$ cat config.mk
export PLATFORM = sky130hd
export DESIGN_NAME = hid_keyboard_report_builder_top
export DESIGN_NICKNAME = d
export VERILOG_FILES = /design/src/hidkb_pkg.sv /design/src/hid_keyboard_report_builder_top.sv
export SDC_FILE = /design/constraint.sdc
export NUM_CORES = 1
export LEC_CHECK = 0
export BUFFER_PORTS_ARGS = -buffer_cell sky130_fd_sc_hd__buf_2
export CORE_MARGIN = 3
export CORE_UTILIZATION = 30
export DETAILED_ROUTE_END_ITERATION = 8
export HOLD_SLACK_MARGIN = 0.15
export PLACE_DENSITY_LB_ADDON = 0.3
export SLEW_MARGIN = 20
export SYNTH_ARGS = -nofsm -noshare
export SYNTH_HDL_FRONTEND = slang
export SYNTH_SLANG_ARGS = --single-unit
$ cat constraint.sdc
create_clock -name clk -period 4.15 [get_ports clk]
set_clock_uncertainty 0.1 [all_clocks]
set_input_delay 1.0375 -clock clk [delete_from_list [all_inputs] [get_ports clk]]
set_output_delay 1.0375 -clock clk [all_outputs]
set_load 0.03 [all_outputs]
$ cat src/hidkb_pkg.sv
`default_nettype none

package hidkb_pkg;

    // Slot storage in the report, fixed by the boot-protocol format
    localparam int MAX_SLOTS = 6;
    localparam int KEY_SLOTS_DEF = 6;

    localparam int CODE_W = 8;
    localparam int MODE_W = 2;

    localparam logic [MODE_W-1:0] MODE_PRESS   = 2'd0;
    localparam logic [MODE_W-1:0] MODE_RELEASE = 2'd1;
    localparam logic [MODE_W-1:0] MODE_CLEAR   = 2'd2;

    localparam logic [CODE_W-1:0] MOD_MASK     = 8'hF8;
    localparam logic [CODE_W-1:0] MOD_BASE     = 8'hE0;
    localparam logic [CODE_W-1:0] MOD_BIT_MASK = 8'h07;
    localparam logic [CODE_W-1:0] EMPTY_CODE   = 8'h00;

    typedef struct packed {
        logic [MODE_W-1:0] mode;
        logic [CODE_W-1:0] keycode;
    } evt_beat_t;

    typedef struct packed {
        logic [CODE_W-1:0] modifiers;
        logic [CODE_W-1:0] key_slot_0;
        logic [CODE_W-1:0] key_slot_1;
        logic [CODE_W-1:0] key_slot_2;
        logic [CODE_W-1:0] key_slot_3;
        logic [CODE_W-1:0] key_slot_4;
        logic [CODE_W-1:0] key_slot_5;
    } rpt_beat_t;

    typedef enum logic [2:0] {
        ST_IDLE = 3'b001,
        ST_SCAN = 3'b010,
        ST_EMIT = 3'b100
    } state_t;

endpackage

`default_nettype wire

$ cat src/hid_keyboard_report_builder_top.sv
`default_nettype none

// Boot-protocol keyboard report builder, six-key rollover.
// Event channel (evt_valid / evt_stall / evt): one beat per key event,
//   mode = press, release or clear, keycode = HID usage. Codes 0xE0-0xE7
//   set or clear bits of the modifier byte, other codes live in packed slots.
// Report channel (rpt_valid / rpt_stall / rpt): one beat with the modifier
//   byte and all six slots, sent only when an event changed the report,
//   always on clear, and on a press of code zero while a slot is free.
// Timing: evt_stall is low only while the sequencer is idle. A modifier
//   event that changes nothing, or an unused mode, ends in the idle state.
//   Modifier changes and clear go from accept to loading the report register.
//   Key press/release runs the single slot comparator over one slot per
//   cycle, plus the load step when something changed. The report beat is
//   valid from the edge that ends the load step.
// Stall: the report register holds its beat while rpt_stall is high; the
//   sequencer keeps taking events behind it and only waits in its emit
//   step if a second report is ready before the first is taken.
// Reset: modifiers and all slots clear to zero, no report is pending.
module hid_keyboard_report_builder_top
    import hidkb_pkg::*;
#(
    parameter int KEY_SLOTS = KEY_SLOTS_DEF   // 1 to 6
) (
    input  wire logic      clk,
    input  wire logic      rst_n,
    input  wire logic      evt_valid,
    output      logic      evt_stall,
    input  wire evt_beat_t evt,
    output      logic      rpt_valid,
    input  wire logic      rpt_stall,
    output      rpt_beat_t rpt
);

    localparam int IDX_W = (KEY_SLOTS > 1) ? $clog2(KEY_SLOTS) : 1;
    localparam logic [IDX_W-1:0] LAST_IDX = IDX_W'(KEY_SLOTS - 1);

    state_t              state_reg, state_next;
    logic [IDX_W-1:0]    idx_reg, idx_next;
    logic                found_reg, found_next;
    logic [MODE_W-1:0]   mode_reg, mode_next;
    logic [CODE_W-1:0]   code_reg, code_next;
    logic [CODE_W-1:0]   mods_reg, mods_next;
    logic [CODE_W-1:0]   slot_reg [KEY_SLOTS];
    logic [CODE_W-1:0]   slot_next [KEY_SLOTS];
    logic                rpt_valid_reg, rpt_valid_next;
    rpt_beat_t           rpt_reg, rpt_next;

    // report view, slots past KEY_SLOTS read as empty
    logic [CODE_W-1:0]   view [MAX_SLOTS];
    rpt_beat_t           report_view;

    // shared slot compare unit
    logic [CODE_W-1:0]   cur;
    logic                hit_code;
    logic                hit_empty;
    logic                at_last;
    logic [IDX_W-1:0]    idx_prev;

    // modifier decode of incoming code
    logic                evt_is_mod;
    logic [CODE_W-1:0]   evt_mod_bit;

    for (genvar g = 0; g < MAX_SLOTS; g++)
    begin : g_view
        if (g < KEY_SLOTS)
        begin : g_used
            assign view[g] = slot_reg[g];
        end
        else
        begin : g_unused
            assign view[g] = EMPTY_CODE;
        end
    end

    assign report_view.modifiers  = mods_reg;
    assign report_view.key_slot_0 = view[0];
    assign report_view.key_slot_1 = view[1];
    assign report_view.key_slot_2 = view[2];
    assign report_view.key_slot_3 = view[3];
    assign report_view.key_slot_4 = view[4];
    assign report_view.key_slot_5 = view[5];

    assign cur       = slot_reg[idx_reg];
    assign hit_code  = (cur == code_reg);
    assign hit_empty = (cur == EMPTY_CODE);
    assign at_last   = (idx_reg == LAST_IDX);
    assign idx_prev  = idx_reg - 1'b1;

    assign evt_is_mod  = ((evt.keycode & MOD_MASK) == MOD_BASE);
    assign evt_mod_bit = 8'b1 << (evt.keycode & MOD_BIT_MASK);

    assign evt_stall = (state_reg != ST_IDLE);
    assign rpt_valid = rpt_valid_reg;
    assign rpt       = rpt_reg;

    always_comb
    begin
        state_next     = state_reg;
        idx_next       = idx_reg;
        found_next     = found_reg;
        mode_next      = mode_reg;
        code_next      = code_reg;
        mods_next      = mods_reg;
        slot_next      = slot_reg;
        rpt_valid_next = rpt_valid_reg;
        rpt_next       = rpt_reg;

        if (rpt_valid_reg && !rpt_stall)
        begin
            rpt_valid_next = 1'b0;
        end

        case (state_reg)
            ST_IDLE:
            begin
                if (evt_valid)
                begin
                    mode_next  = evt.mode;
                    code_next  = evt.keycode;
                    idx_next   = '0;
                    found_next = 1'b0;
                    case (evt.mode)
                        MODE_PRESS:
                        begin
                            if (!evt_is_mod)
                            begin
                                state_next = ST_SCAN;
                            end
                            else if ((mods_reg & evt_mod_bit) == '0)
                            begin
                                mods_next  = mods_reg | evt_mod_bit;
                                state_next = ST_EMIT;
                            end
                        end
                        MODE_RELEASE:
                        begin
                            if (!evt_is_mod)
                            begin
                                state_next = ST_SCAN;
                            end
                            else if ((mods_reg & evt_mod_bit) != '0)
                            begin
                                mods_next  = mods_reg & ~evt_mod_bit;
                                state_next = ST_EMIT;
                            end
                        end
                        MODE_CLEAR:
                        begin
                            mods_next = '0;
                            for (int i = 0; i < KEY_SLOTS; i++)
                            begin
                                slot_next[i] = EMPTY_CODE;
                            end
                            state_next = ST_EMIT;
                        end
                        default:
                        begin
                            state_next = ST_IDLE;
                        end
                    endcase
                end
            end

            ST_SCAN:
            begin
                if (mode_reg == MODE_PRESS)
                begin
                    // first empty slot takes the key; a match means already held
                    if (hit_empty)
                    begin
                        slot_next[idx_reg] = code_reg;
                        state_next         = ST_EMIT;
                    end
                    else if (hit_code || at_last)
                    begin
                        state_next = ST_IDLE;
                    end
                    else
                    begin
                        idx_next = idx_reg + 1'b1;
                    end
                end
                else
                begin
                    // release: clear the match, then slide later keys down
                    if (hit_empty)
                    begin
                        state_next = found_reg ? ST_EMIT : ST_IDLE;
                    end
                    else
                    begin
                        if (found_reg)
                        begin
                            slot_next[idx_prev] = cur;
                            slot_next[idx_reg]  = EMPTY_CODE;
                        end
                        else if (hit_code)
                        begin
                            found_next         = 1'b1;
                            slot_next[idx_reg] = EMPTY_CODE;
                        end
                        if (at_last)
                        begin
                            state_next = (found_reg || hit_code) ? ST_EMIT : ST_IDLE;
                        end
                        else
                        begin
                            idx_next = idx_reg + 1'b1;
                        end
                    end
                end
            end

            ST_EMIT:
            begin
                if (!rpt_valid_reg || !rpt_stall)
                begin
                    rpt_valid_next = 1'b1;
                    rpt_next       = report_view;
                    state_next     = ST_IDLE;
                end
            end

            default:
            begin
                state_next = ST_IDLE;
            end
        endcase
    end

    always_ff @(posedge clk or negedge rst_n)
    begin
        if (!rst_n)
        begin
            state_reg     <= ST_IDLE;
            idx_reg       <= '0;
            found_reg     <= 1'b0;
            mode_reg      <= MODE_PRESS;
            code_reg      <= EMPTY_CODE;
            mods_reg      <= '0;
            rpt_valid_reg <= 1'b0;
            for (int i = 0; i < KEY_SLOTS; i++)
            begin
                slot_reg[i] <= EMPTY_CODE;
            end
        end
        else
        begin
            state_reg     <= state_next;
            idx_reg       <= idx_next;
            found_reg     <= found_next;
            mode_reg      <= mode_next;
            code_reg      <= code_next;
            mods_reg      <= mods_next;
            rpt_valid_reg <= rpt_valid_next;
            slot_reg      <= slot_next;
        end
    end

    always_ff @(posedge clk)
    begin
        rpt_reg <= rpt_next;
    end

    // table invariants; packing and uniqueness checked whenever the sequencer rests
    logic slots_gap;
    logic slots_dup;
    logic slots_mod;

    always_comb
    begin
        slots_gap = 1'b0;
        slots_dup = 1'b0;
        slots_mod = 1'b0;
        for (int i = 0; i < KEY_SLOTS; i++)
        begin
            if ((slot_reg[i] & MOD_MASK) == MOD_BASE)
            begin
                slots_mod = 1'b1;
            end
            for (int j = i + 1; j < KEY_SLOTS; j++)
            begin
                if (slot_reg[i] == EMPTY_CODE && slot_reg[j] != EMPTY_CODE)
                begin
                    slots_gap = 1'b1;
                end
                if (slot_reg[i] != EMPTY_CODE && slot_reg[i] == slot_reg[j])
                begin
                    slots_dup = 1'b1;
                end
            end
        end
    end

    a_packed: assert property (@(posedge clk) disable iff (!rst_n)
        (state_reg == ST_IDLE) |-> !slots_gap)
        else $error("key slots not packed");

    a_unique: assert property (@(posedge clk) disable iff (!rst_n)
        (state_reg == ST_IDLE) |-> !slots_dup)
        else $error("key held in two slots");

    a_no_mod_in_slots: assert property (@(posedge clk) disable iff (!rst_n)
        !slots_mod)
        else $error("modifier code stored in key slot");

    a_found_release: assert property (@(posedge clk) disable iff (!rst_n)
        found_reg |-> (mode_reg == MODE_RELEASE))
        else $error("release match flag set outside release");

    a_emit_loads: assert property (@(posedge clk) disable iff (!rst_n)
        (state_reg == ST_EMIT && !(rpt_valid_reg && rpt_stall)) |=> rpt_valid_reg)
        else $error("emit step did not load report");

endmodule

`default_nettype wire
==> impl_metrics.toml <==
[outcome]
status = "complete, no violations"

[cts]
cts-buffers-inserted = 17
post_cts_buffers = 0
clockBufferDepth = 2
ctsRootBufferMaster = "clkbuf_16"
htree_levels = 4
cts_tree = "yes"
cts_resized = 0
clk_pin_slew_worst_paths_ps = 60
clk_latency_ps = 420
hold_buffers = 0
cts_num_sinks = 130

[power]
power_density_mw_per_mm2 = 516
total_power_w = 0.00395
p_leak_nw = 2.91
peakVddDrop_uv = 250

[floorplan]
std_cell_rows = 52
fp.coreArea_mm2 = 0.0206
die_w_um = 152
ios = 72
die_y_um = 152
die-area_mm2 = 0.0230
start_util_pct = 30.9

[flow_run]
maxCapViolCount = 0

[setup_path]
critPathMaxFanout = 11
worstPathArrival_ps = 3890
critical_path_class = "reg -> reg"
cp-end-kind = "register"
start_kind = "register"
crit_required_ps = 4340

[cells_and_area]
nets = 629
largest_reg_flops = 56
antennaDiodeCount = 0
area_delta_synth_final_pct = 20.5
utilization_pct = 37.3
drive_gt1_share_pct = 28.0

[route]
avgRoutedWirePerCell_um = 19.4
dr.pass1.iters = 6
first_iter_violations = 422
avgViaCountPerCell = 5.46
drc = 0
vias = 4862
routed_wirelength_um = 17200
drtAntennaViolNets = 0

[sta]
worstMarginPinSlew_ps = 1070
hold_violations = 0
finalCritPeriodShare_pct = 89.1
final_max_slew_viol_count = 0
max_freq_mhz = 270
slew_headroom_pct = 28.3
fin_tns_setup_ps = 0
fin_worst_hold_slack_ps = 378
rsz0062_at_grt = "no"
min_period_ps = 3700
setup_viol = 0

[synthesis]
synth_top_area_cell = "dfrtp_1"
synth.avg_cell_area_um2 = 12.0
synthTopCellsByArea = "dfrtp_1, edfxtp_1, a22oi_1"
syn_nets = 552
yosysWarningCount = 0
ys_async_sr_fraction_pct = 56.9
seq_area_frac_synth_pct = 55.6
synth-seq-cells = 130
netlist.area_leader.share_pct = 28.7
ys_types = 65
yosysMostFrequentCell = "dfrtp_1"
synth_edf_count = 56
netlist_instances = 531
ys_dominant_reg_cell = "dfrtp_1"
synthTopCellsByCount = "dfrtp_1, nand2_1, a22oi_1, edfxtp_1, o2bb2ai_1"
syn_area_mm2 = 0.00636

[global_routing]
grt_max_degree = 44
grtUsageTotal_pct = 15.5
grt_pass1_wl_um = 27400
grt-ovfl-total = 0
antenna_found_initial = 0
grt_pass1_vias = 4812

[place]
dp.final_hpwl_um = 12400
gp_congestion = 0.904
portBuffers = 71

[min_path]
hold_path.class = "reg -> reg"
==> metrics by stage <==
step,area (µm²),std cells,setup WS (ps)
after floorplan,6360,531,735
after global placement,7060,859,549
after detailed placement,7060,859,445
after CTS,7660,891,421
after global routing,7660,891,280
final,7660,891,450
==> layer usage <==
metal	up-vias	global-route usage, %	wire (µm)
met1	2399	20.6	7580
li1	2243	-	-
met3	39	3.18	922
met4	0	6.24	393
met5	-	0	0
met2	181	24.9	8350
==> where the power goes <==
part / internal (W) / leakage (nW) / switching (W)
clock: 0.000937 / 0.276 / 0.000561
combinational: 0.000254 / 1.14 / 0.000515
sequential: 0.00149 / 1.49 / 0.000192
==> path summary, 6_finish.rpt <==
kind | start | endpoint | slack, ps | cells past startpoint
max in group asynchronous | rst_n | report_view[23] | 2730 | 2
min | report_view[18] | rpt[18] | 380 | 0
max | idx_reg[0] | report_view[39] | 450 | 8
min reg2reg | report_view[18] | rpt[18] | 380 | 0
max reg2reg | idx_reg[0] | report_view[39] | 450 | 8
min in group asynchronous | rst_n | report_view[44] | 520 | 1
==> final cells by class <==
| cell class | count | area, µm² |
|---|---|---|
| inverters | 9 | 33.8 |
| flip-flops and latches | 130 | 3530 |
| fillers | 2023 | 12900 |
| clock buffers | 22 | 474 |
| well taps | 270 | 338 |
| repair buffers | 93 | 536 |
| multi-input cells | 357 | 2620 |
| clock inverters | 10 | 124 |
==> critical path, stage by stage (launching register included) <==
cell       delay, ps
dfrtp_1          650
buf_4            290
mux2_2           400
a22o_1           250
or3_1            330
a2111oi_2        540
a211o_1          420
nand4_2          350
o2bb2ai_1        230
==> placed cells by master, fill, tap and decap left out, types with 3 or more instances in the layout <==
| cell | synthesis | routed |
|---|---|---|
| dfrtp_1 | 73 | 73 |
| buf_2 | 4 | 70 |
| nand2_1 | 63 | 63 |
| a22oi_1 | 56 | 56 |
| edfxtp_1 | 56 | 56 |
| o2bb2ai_1 | 38 | 38 |
| buf_4 | 0 | 22 |
| mux2_2 | 20 | 20 |
| a21oi_1 | 21 | 20 |
| nor2_1 | 19 | 19 |
| clkbuf_16 | 0 | 17 |
| o21ai_0 | 10 | 10 |
| o2bb2ai_2 | 10 | 10 |
| nand3_1 | 9 | 9 |
| inv_1 | 7 | 7 |
| nor3_1 | 7 | 7 |
| a31oi_1 | 7 | 7 |
| ha_1 | 7 | 7 |
| and2_1 | 5 | 5 |
| nor4_1 | 5 | 5 |
| clkinvlp_4 | 0 | 5 |
| nor3b_1 | 4 | 4 |
| nor2b_1 | 4 | 4 |
| xnor2_1 | 4 | 4 |
| nand4_2 | 4 | 4 |
| mux2_4 | 3 | 3 |
| a222oi_1 | 3 | 3 |
| a32o_1 | 3 | 3 |
| and3_1 | 3 | 3 |
| a211oi_1 | 3 | 3 |
| nand4_1 | 3 | 3 |
| a221o_1 | 3 | 3 |
| o311ai_0 | 3 | 3 |
| clkbuf_8 | 0 | 3 |
| inv_6 | 0 | 3 |
==> kinds of logic (layout without fill, tap and decap cells) <==
group / Yosys count / after routing / share of synthesized area, %
muxes: 27 / 27 / 4.98
DFF: 130 / 130 / 55.6
buffers and inverters: 44 / 134 / 3.38
and+or+nand+nor: 139 / 139 / 11.3
adders and majority gates: 7 / 7 / 1.38
xor gates and xnor gates: 4 / 4 / 0.551
AOI/OAI and AO/OA: 180 / 180 / 22.8
No activity file was read; power rests on OpenSTA's default activity.
